<file path="src/rtl/met_pkg.sv">
// Shared types, constants and helpers for the escape-time block.
// No dependencies; every other file imports this package.
package met_pkg;

    // Fixed point format: signed Q8.FRAC_BITS
    localparam int FRAC_BITS = 40;
    localparam int MAX_DIM   = 2048;

    localparam int Q_W      = FRAC_BITS + 8;
    localparam int HALF_W   = (Q_W + 1) / 2;
    localparam int ACC_W    = 4 * HALF_W;

    localparam int IDX_W    = 11;
    localparam int EDGE_W   = 6;
    localparam int DIM_W    = 12;
    localparam int ITER_W   = 17;
    localparam int DIMC_W   = $clog2(MAX_DIM + 1);
    localparam int NUM_W    = IDX_W + EDGE_W;
    localparam int QUO_W    = NUM_W + FRAC_BITS;
    localparam int IP_W     = NUM_W + 2;
    localparam int CNT_W    = $clog2(QUO_W);

    localparam int MUL_STEPS = 4;

    localparam int CFG_ADDR_W = 3;
    localparam int CFG_DATA_W = ITER_W;

    localparam logic signed [Q_W-1:0] Q_MAX = {1'b0, {(Q_W-1){1'b1}}};
    localparam logic signed [Q_W-1:0] Q_MIN = {1'b1, {(Q_W-1){1'b0}}};
    localparam logic [Q_W:0] LSQ_LIMIT = (Q_W+1)'(4) << FRAC_BITS;

    typedef enum logic [CFG_ADDR_W-1:0] {
        CFG_X_LEFT   = 3'd0,
        CFG_X_RIGHT  = 3'd1,
        CFG_Y_LEFT   = 3'd2,
        CFG_Y_RIGHT  = 3'd3,
        CFG_WIDTH    = 3'd4,
        CFG_HEIGHT   = 3'd5,
        CFG_MAX_ITER = 3'd6
    } t_cfg_idx;

    typedef struct packed {
        logic signed [EDGE_W-1:0] x_left;
        logic signed [EDGE_W-1:0] x_right;
        logic signed [EDGE_W-1:0] y_left;
        logic signed [EDGE_W-1:0] y_right;
        logic [DIM_W-1:0]         image_width;
        logic [DIM_W-1:0]         image_height;
        logic [ITER_W-1:0]        max_iterations;
    } t_cfg;

    typedef struct packed {
        logic [IDX_W-1:0] column;
        logic [IDX_W-1:0] row;
    } t_req;

    typedef struct packed {
        logic [ITER_W-1:0] iteration_count;
        logic [IDX_W-1:0]  column_out;
        logic [IDX_W-1:0]  row_out;
    } t_rsp;

    typedef enum logic [2:0] {
        S_IDLE,
        S_DIV,
        S_FIX,
        S_MUL,
        S_SAT,
        S_CHECK,
        S_STEP,
        S_DONE
    } t_state;

    typedef struct packed {
        logic       load;
        logic       div_step;
        logic       fix;
        logic       mul_issue;
        logic [1:0] mul_sel;
        logic       mul_acc;
        logic       mul_first;
        logic       sat;
        logic       check;
        logic       step;
        logic       out_load;
    } t_dp_cmd;

    typedef struct packed {
        logic go_on;
        logic out_free;
    } t_dp_sts;

    // Saturating Q8 add
    function automatic logic signed [Q_W-1:0] sat_add(
        input logic signed [Q_W-1:0] a,
        input logic signed [Q_W-1:0] b
    );
        logic signed [Q_W:0] s;
        s = {a[Q_W-1], a} + {b[Q_W-1], b};
        if (s[Q_W] != s[Q_W-1]) begin
            sat_add = s[Q_W] ? Q_MIN : Q_MAX;
        end else begin
            sat_add = s[Q_W-1:0];
        end
    endfunction

endpackage

</file>
<file path="src/rtl/met_ctrl.sv">
// Controller: sequences division, multiply passes and the z update per request.
// Uses met_pkg; drives met_dp through t_dp_cmd.
module met_ctrl import met_pkg::*; (
    input  logic    i_clk,
    input  logic    i_rst_n,
    input  logic    i_req_valid,
    output logic    o_req_stall,
    input  t_dp_sts i_sts,
    output t_dp_cmd o_cmd
);

    localparam logic [CNT_W-1:0] DIV_LAST = CNT_W'(QUO_W - 1);
    localparam logic [CNT_W-1:0] MUL_LAST = CNT_W'(MUL_STEPS);

    t_state            r_state;
    t_state            n_state;
    logic [CNT_W-1:0]  r_cnt;
    logic [CNT_W-1:0]  n_cnt;

    always_ff @(posedge i_clk) begin
        if (!i_rst_n) begin
            r_state <= S_IDLE;
            r_cnt   <= '0;
        end else begin
            r_state <= n_state;
            r_cnt   <= n_cnt;
        end
    end

    always_comb begin
        n_state = r_state;
        n_cnt   = r_cnt;
        unique case (r_state)
            S_IDLE: begin
                if (i_req_valid) begin
                    n_state = S_DIV;
                    n_cnt   = '0;
                end
            end
            S_DIV: begin
                if (r_cnt == DIV_LAST) begin
                    n_state = S_FIX;
                    n_cnt   = '0;
                end else begin
                    n_cnt = r_cnt + 1'b1;
                end
            end
            S_FIX: begin
                n_state = S_MUL;
                n_cnt   = '0;
            end
            S_MUL: begin
                if (r_cnt == MUL_LAST) begin
                    n_state = S_SAT;
                    n_cnt   = '0;
                end else begin
                    n_cnt = r_cnt + 1'b1;
                end
            end
            S_SAT:   n_state = S_CHECK;
            S_CHECK: n_state = i_sts.go_on ? S_STEP : S_DONE;
            S_STEP: begin
                n_state = S_MUL;
                n_cnt   = '0;
            end
            S_DONE: begin
                if (i_sts.out_free) begin
                    n_state = S_IDLE;
                end
            end
            default: n_state = S_IDLE;
        endcase
    end

    always_comb begin
        o_cmd       = '0;
        o_req_stall = 1'b1;
        unique case (r_state)
            S_IDLE: begin
                o_req_stall = 1'b0;
                o_cmd.load  = i_req_valid;
            end
            S_DIV: o_cmd.div_step = 1'b1;
            S_FIX: o_cmd.fix = 1'b1;
            S_MUL: begin
                // issue on counts 0..3, accumulate each product on the count after its issue
                o_cmd.mul_issue = r_cnt != MUL_LAST;
                o_cmd.mul_sel   = r_cnt[1:0];
                o_cmd.mul_acc   = r_cnt != '0;
                o_cmd.mul_first = r_cnt == CNT_W'(1);
            end
            S_SAT:   o_cmd.sat = 1'b1;
            S_CHECK: o_cmd.check = 1'b1;
            S_STEP:  o_cmd.step = 1'b1;
            S_DONE:  o_cmd.out_load = i_sts.out_free;
            default: o_cmd = '0;
        endcase
    end

endmodule

</file>
<file path="config.mk">
export PLATFORM = sky130hd
export DESIGN_NAME = met_ctrl
export DESIGN_NICKNAME = d
export VERILOG_FILES = /design/src/rtl/met_pkg.sv /design/src/rtl/met_ctrl.sv
export SDC_FILE = /design/constraint.sdc
export NUM_CORES = 1
export LEC_CHECK = 0
export BUFFER_PORTS_ARGS = -buffer_cell sky130_fd_sc_hd__clkbuf_2
export CORE_MARGIN = 10
export CORE_UTILIZATION = 28
export DETAILED_ROUTE_END_ITERATION = 12
export HOLD_SLACK_MARGIN = 0.1
export PLACE_DENSITY_LB_ADDON = 0.1
export SKIP_CTS_REPAIR_TIMING = 1
export SLEW_MARGIN = 10
export SYNTH_ARGS = -nofsm -noshare
export SYNTH_HDL_FRONTEND = slang
export SYNTH_SLANG_ARGS = --single-unit
</file>
<file path="constraint.sdc">
create_clock -name i_clk -period 2 [get_ports i_clk]
set_clock_uncertainty 0.15 [all_clocks]
set_input_delay 0.3 -clock i_clk [delete_from_list [all_inputs] [get_ports i_clk]]
set_output_delay 0.3 -clock i_clk [all_outputs]
set_load 0.01 [all_outputs]
</file>
==> metrics.csv, run 1 <==
stage,metric,value,unit
pwr,switching share of power,0.254,
pwr,Comb power frac,0.137,
worst_setup_path,delay of the slowest cell on the worst path,350,ps
floorplanning,Die Ht,67.5,µm
global_routing,vias in the first global route,636,
finish,# fillers,257,
synthesis,synthesis-stage register bit count,9,
drt,final wirelength,1.55,mm
timing,Final period util,0.942,
synthesis,Synth Area in XOR/XNOR,0.0694,
clocking,clk sinks,9,
pwr,leakage power,0.000320,µW
pwr,clock network fraction of total power,0.362,
drt,Detail Route Antenna Nets,0,
synthesis,Synth Area in Compound Gates,0.188,
synthesis,share of the synthesized area in the top cell type,0.286,
drt,initial detailed-routing violation count,10,
global_routing,total grt overflow,0,
pwr,Pint,284,µW
timing,Slew headroom,0.678,
worst_setup_path,WP buf/inv,2,
worst_setup_path,family with the most delay on the worst path,simple AND/OR/NAND/NOR gates,
drt,via count,613,
run_status,status,"finished, final reports clean",
drt,Vias per Instance,4.72,
drt,DRT Pass-1 Iters,4,
worst_setup_path,Worst setup SP type,flop,
synthesis,largest family of logic cells by synthesized area,simple AND/OR/NAND/NOR gates,
timing,Hold WS,139,ps
synthesis,commonest register cell after synthesis,dfxtp_1,
synthesis,"Distinct cells, synth",30,
synthesis,post-synthesis async set-or-reset flop share,0,
synthesis,Mapped Cells,81,
min_path,Hold Path Class,input port to flop,
placed_design,detailed placement HPWL,1.27,mm
clocking,CTS tree,built,
synthesis,synthesized-area fraction occupied by adder cells,0.0595,
finish,number of nets in the layout,111,
synthesis,Yosys warning count,0,
worst_setup_path,worst path required time,1550,ps
global_routing,first-pass GRT wire length,2.81,mm
worst_setup_path,CP Launch Point,r_state[0],
worst_setup_path,CP Capture Type,primary output,
clocking,"Clk pin slew, worst setup/hold paths",60,ps
worst_setup_path,Reg2Reg Launch Point,r_cnt[1],
job,Max-cap violations,0,
synthesis,cell taking the most area after synthesis,dfxtp_1,
drt,DRC viols,0,
clocking,CTS buffer count,3,
global_routing,largest net degree at the start of global routing,10,
worst_setup_path,crit path max fanout,6,
worst_setup_path,Critical-path top delay cell,dfxtp_2,
finish,"leading cell type in the layout, fill and taps excluded",clkbuf_2,
pwr,Cell Pwr Density,481,mW/mm²
timing,Final Max Tran Viols,0,
pwr,Reg power frac,0.501,
floorplanning,Die W,67.5,µm
global_routing,Total GRT Usage,0.0784,
finish,multi-input logic area,417,µm²
pwr,Net Sw Power,96.9,µW
timing,unrepaired setup endpoints after global routing,false,
floorplanning,io pins,18,
drt,wire length per cell,12.0,µm
synthesis,net count after synthesis,89,
floorplanning,core area,0.00217,mm²
timing,Final min period,1880,ps
global_routing,initial antenna violation count,0,
finish,most frequent cells in the layout,"17 x clkbuf_2, 13 x nor2_1, 7 x nand2_1, 6 x inv_1, 6 x dfxtp_1",
synthesis,synthesized area,631,µm²
timing,final number of setup-violating endpoints,0,
placed_design,GPL Wtd Cong,0.745,
clocking,clk buf depth,2,
finish,share of cells above drive strength 1,0.333,
placed_design,pre-CTS setup slack,260,ps
worst_setup_path,"Cell Chain, Critical Path",inv_1 -> nor2_2 -> nand2_2 -> nor4bb_2 -> clkbuf_2,
finish,register area,184,µm²
synthesis,Avg Inst Size Synth,7.79,µm²
synthesis,register area share after synthesis,0.286,
timing,final setup TNS,0,ps
floorplanning,initial core utilization,0.291,
clocking,root buffer cell,clkbuf_4,
floorplanning,number of core rows,17,
pwr,Pwr Total,381,µW
timing,fmax,0.531,GHz
synthesis,Post-synth EDFFs,0,
timing,Final Hold Viols,0,
min_path,hold path start,i_sts[1],
timing,Final WS setup,115,ps
worst_setup_path,CP arrival,1430,ps
clocking,latest clock arrival within the worst-skew pair,260,ps
synthesis,multiplexer share of the synthesized area,0.0159,
synthesis,"top cells by area, synth","dfxtp_1 29%, nor2_1 8.3%, xnor2_1 6.9%, ha_1 6.0%, nand2_1 4.8%",
finish,Layout area overhead,25.6,%
finish,diode count,0,
synthesis,Simple-Gate Fraction of Synth Area,0.310,
worst_setup_path,Crit Path Category,flop to primary output,
clocking,H-tree depth,1,
floorplanning,die area,0.00455,mm²
placed_design,PortBufs,17,
timing,worst slew pin tran,482,ps
pwr,worst vdd ir,0.351,mV
[per-layer routing]
layer	wire length, µm	track usage
met5	0	0
met4	20	0.0385
met3	84	0.0248
met2	786	0.140
met1	663	0.0814
[logic make-up after synthesis]
logic type / Yosys count
xor+xnor: 5
fa+ha+maj: 3
compound gates: 15
buf+inv: 9
mux: 1
flops: 9
simple gates: 39
[worst min-delay path: cells and delay by family]
family | cells | cell delay, ps
buffers and inverters | 1 | 70
AOI/OAI and AO/OA | 1 | 50
and+or+nand+nor | 1 | 80
[layout make-up]
class | instances | area share
sequential | 9 | 0.232
multi-input combinational | 63 | 0.526
inverter | 6 | 0.0284
tap | 28 | 0.0442
timing repair buffer | 20 | 0.136
clock buffer | 4 | 0.0332
[final timing paths]
| check | endpoint | depth (start not counted) | slack, ps |
|---|---|---|---|
| max | o_cmd[4] | 5 | 120 |
| min | r_state[0] | 3 | 140 |
| max reg2reg | r_state[1] | 6 | 280 |
| min reg2reg | r_state[2] | 2 | 380 |
[metrics by stage]
stage,instance area (µm²),utilization,std cells
2_1_floorplan,631,-,81
3_3_place_gp,751,0.346,126
3_5_place_dp,751,0.346,126
4_1_cts,777,0.358,130
5_1_grt,792,0.365,130
6_report,792,0.365,130
[sequential cells by signal (all words and copies together) (netlist names)]
register  count
r_state       3
r_cnt         6
[synthesized netlist by cell type (2+ instances only)]
library cell  number
nor2_1            14
dfxtp_1            9
nand2_1            8
inv_1              6
a21oi_1            5
nand3_1            5
xnor2_1            5
ha_1               3
a211oi_1           2
a21boi_0           2
nor2b_1            2
nor3_1             2
[power by group through the flow]
stage	clock [µW]	combinational (µW)	sequential, µW
after floorplan	0	33.2	192
after global placement	0	52.8	193
after detailed placement	0	51.7	194
after CTS	146	52.0	190
after global routing	156	62.3	192
final	138	52.2	191
(Power assumes the default switching activity.)
==> inputs of run 2 (changes only) <==
Settings changed: PLACE_DENSITY set to 0.58, PLACE_DENSITY_LB_ADDON 0.1 to unset, RECOVER_POWER set to 25.
==> metrics.csv, run 2 (same netlist as run 1, synthesis figures left out) <==
stage,metric,value,unit,change
drt,DRC viols,0,,unchanged
finish,diode count,0,,unchanged
run_status,status,"finished, final reports clean",,
finish,Layout area overhead,20.8,%,
finish,# fillers,224,,-13%
finish,Util after Layout,0.351,,-0.0138
timing,Final period util,0.946,,+0.00348
timing,Final Hold Viols,0,,unchanged
worst_setup_path,crit path max fanout,4,,-2
drt,wire length per cell,11.9,µm,-0.47%
worst_setup_path,delay of the slowest cell on the worst path,380,ps,+30 ps
timing,final setup TNS,0,ps,unchanged
clocking,H-tree depth,1,,unchanged
clocking,clk buf depth,2,,unchanged
pwr,worst vdd ir,0.324,mV,-7.7%
timing,Slew headroom,0.694,,+0.0162
global_routing,Total GRT Usage,0.0708,,-0.00768
finish,share of cells above drive strength 1,0.273,,-0.0606
finish,register area,183,µm²,-0.68%
timing,worst slew pin tran,458,ps,-24.3 ps
timing,fmax,0.529,GHz,-0.37%
finish,most frequent cells in the layout,"14 x clkbuf_2, 13 x nor2_1, 8 x nand2_1, 7 x dfxtp_1",,
finish,"Most flops, register",r_cnt,,
global_routing,total grt overflow,0,,unchanged
drt,DRT Pass-1 Iters,4,,unchanged
worst_setup_path,"Cell Chain, Critical Path",inv_1 -> ha_1 -> and2_0 -> a21oi_1 -> clkbuf_2,,
clocking,root buffer cell,clkbuf_4,,
clocking,CTS tree,built,,
floorplanning,initial core utilization,0.291,,unchanged
worst_setup_path,Crit Path Category,flop to primary output,,
worst_setup_path,CP arrival,1440,ps,about the same
drt,initial detailed-routing violation count,37,,+27
placed_design,GPL Wtd Cong,0.753,,+1.1%
job,Max-cap violations,0,,unchanged
finish,"leading cell type in the layout, fill and taps excluded",clkbuf_2,,
floorplanning,Die W,67.5,µm,unchanged
placed_design,detailed placement HPWL,1.18,mm,-7.0%
global_routing,largest net degree at the start of global routing,11,,+1
worst_setup_path,worst path required time,1550,ps,about the same
global_routing,first-pass GRT wire length,2.49,mm,-11%
finish,max reg flops,6,,unchanged
clocking,"Clk pin slew, worst setup/hold paths",60,ps,about the same
clocking,CTS buffer count,3,,unchanged
drt,via count,610,,-0.49%
pwr,Pwr Total,381,µW,about the same
clocking,latest clock arrival within the worst-skew pair,260,ps,about the same
clocking,clk sinks,9,,unchanged
timing,Final Max Tran Viols,0,,unchanged
placed_design,PortBufs,17,,unchanged
finish,number of nets in the layout,108,,-2.7%
pwr,Cell Pwr Density,500,mW/mm²,+4.0%
pwr,leakage power,0.000298,µW,-7.1%
floorplanning,number of core rows,17,,unchanged
floorplanning,die area,0.00455,mm²,unchanged
global_routing,initial antenna violation count,0,,unchanged
worst_setup_path,CP Capture Type,primary output,,
drt,Vias per Instance,4.80,,+1.9%
timing,Final min period,1890,ps,+6.96 ps
finish,biggest regs,"r_cnt x6, r_state x3",,
drt,final wirelength,1.51,mm,-2.8%
worst_setup_path,Critical-path top delay cell,dfxtp_1,,
finish,multi-input logic area,413,µm²,-0.90%
floorplanning,Die Ht,67.5,µm,unchanged
global_routing,vias in the first global route,570,,-10%
floorplanning,core area,0.00217,mm²,unchanged
floorplanning,io pins,18,,unchanged
min_path,Hold Path Class,input port to flop,,
drt,Detail Route Antenna Nets,0,,unchanged
timing,final number of setup-violating endpoints,0,,unchanged
worst_setup_path,Worst setup SP type,flop,,
run 2: worst max-delay path: cells and delay by family (launching register included):
| family | cells | cell delay [ps] |
|---|---|---|
| adder cells (fa/ha/maj) | 1 | 200 |
| buffers and inverters | 2 | 240 |
| flip-flops | 1 | 380 |
| AO/OA/AOI/OAI | 1 | 160 |
| AND/OR/NAND/NOR | 1 | 200 |
run 2: layout make-up:
cell class                      count  share of cell area
Tap cell                           28              0.0460
Multi-Input combinational cell     63               0.542
Inverter                            6              0.0296
Clock buffer                        4              0.0345
Timing Repair Buffer               17               0.108
Sequential cell                     9               0.240
run 2: metal layers:
metal	vias up	GRT usage	routed length, µm
li1	316	-	-
met1	281	0.0767	623
met2	11	0.114	756
met3	2	0.0397	117
met4	0	0.0256	12
met5	-	0	0
run 2: worst paths after layout:
kind / depth (start not counted) / from / slack (ps) / end
worst max-delay path: 5 / r_cnt[1] / 110 / o_cmd[8]
worst min-delay path: 3 / i_sts[1] / 140 / r_state[0]
worst max register to register: 6 / r_cnt[1] / 270 / r_state[1]
worst min register to register: 2 / r_state[0] / 370 / r_state[2]
run 2: per-stage QoR:
step                      hold slack [ps]  area [µm²]  setup WS, ps  cells
after floorplan                       288         631           309     81
after global placement                350         728           252    123
after detailed placement              367         728           200    123
after CTS                             147         754         -97.7    127
after global routing                  152         762         -15.9    127
final                                 137         762           108    127
run 2: power breakdown:
part	leakage [µW]	internal [µW]	total (µW)	switching [µW]
Sequential	0.0000736	185	191	6.24
Combinational	0.000209	21.2	51.0	29.8
Clock	0.0000150	76.8	139	62.5
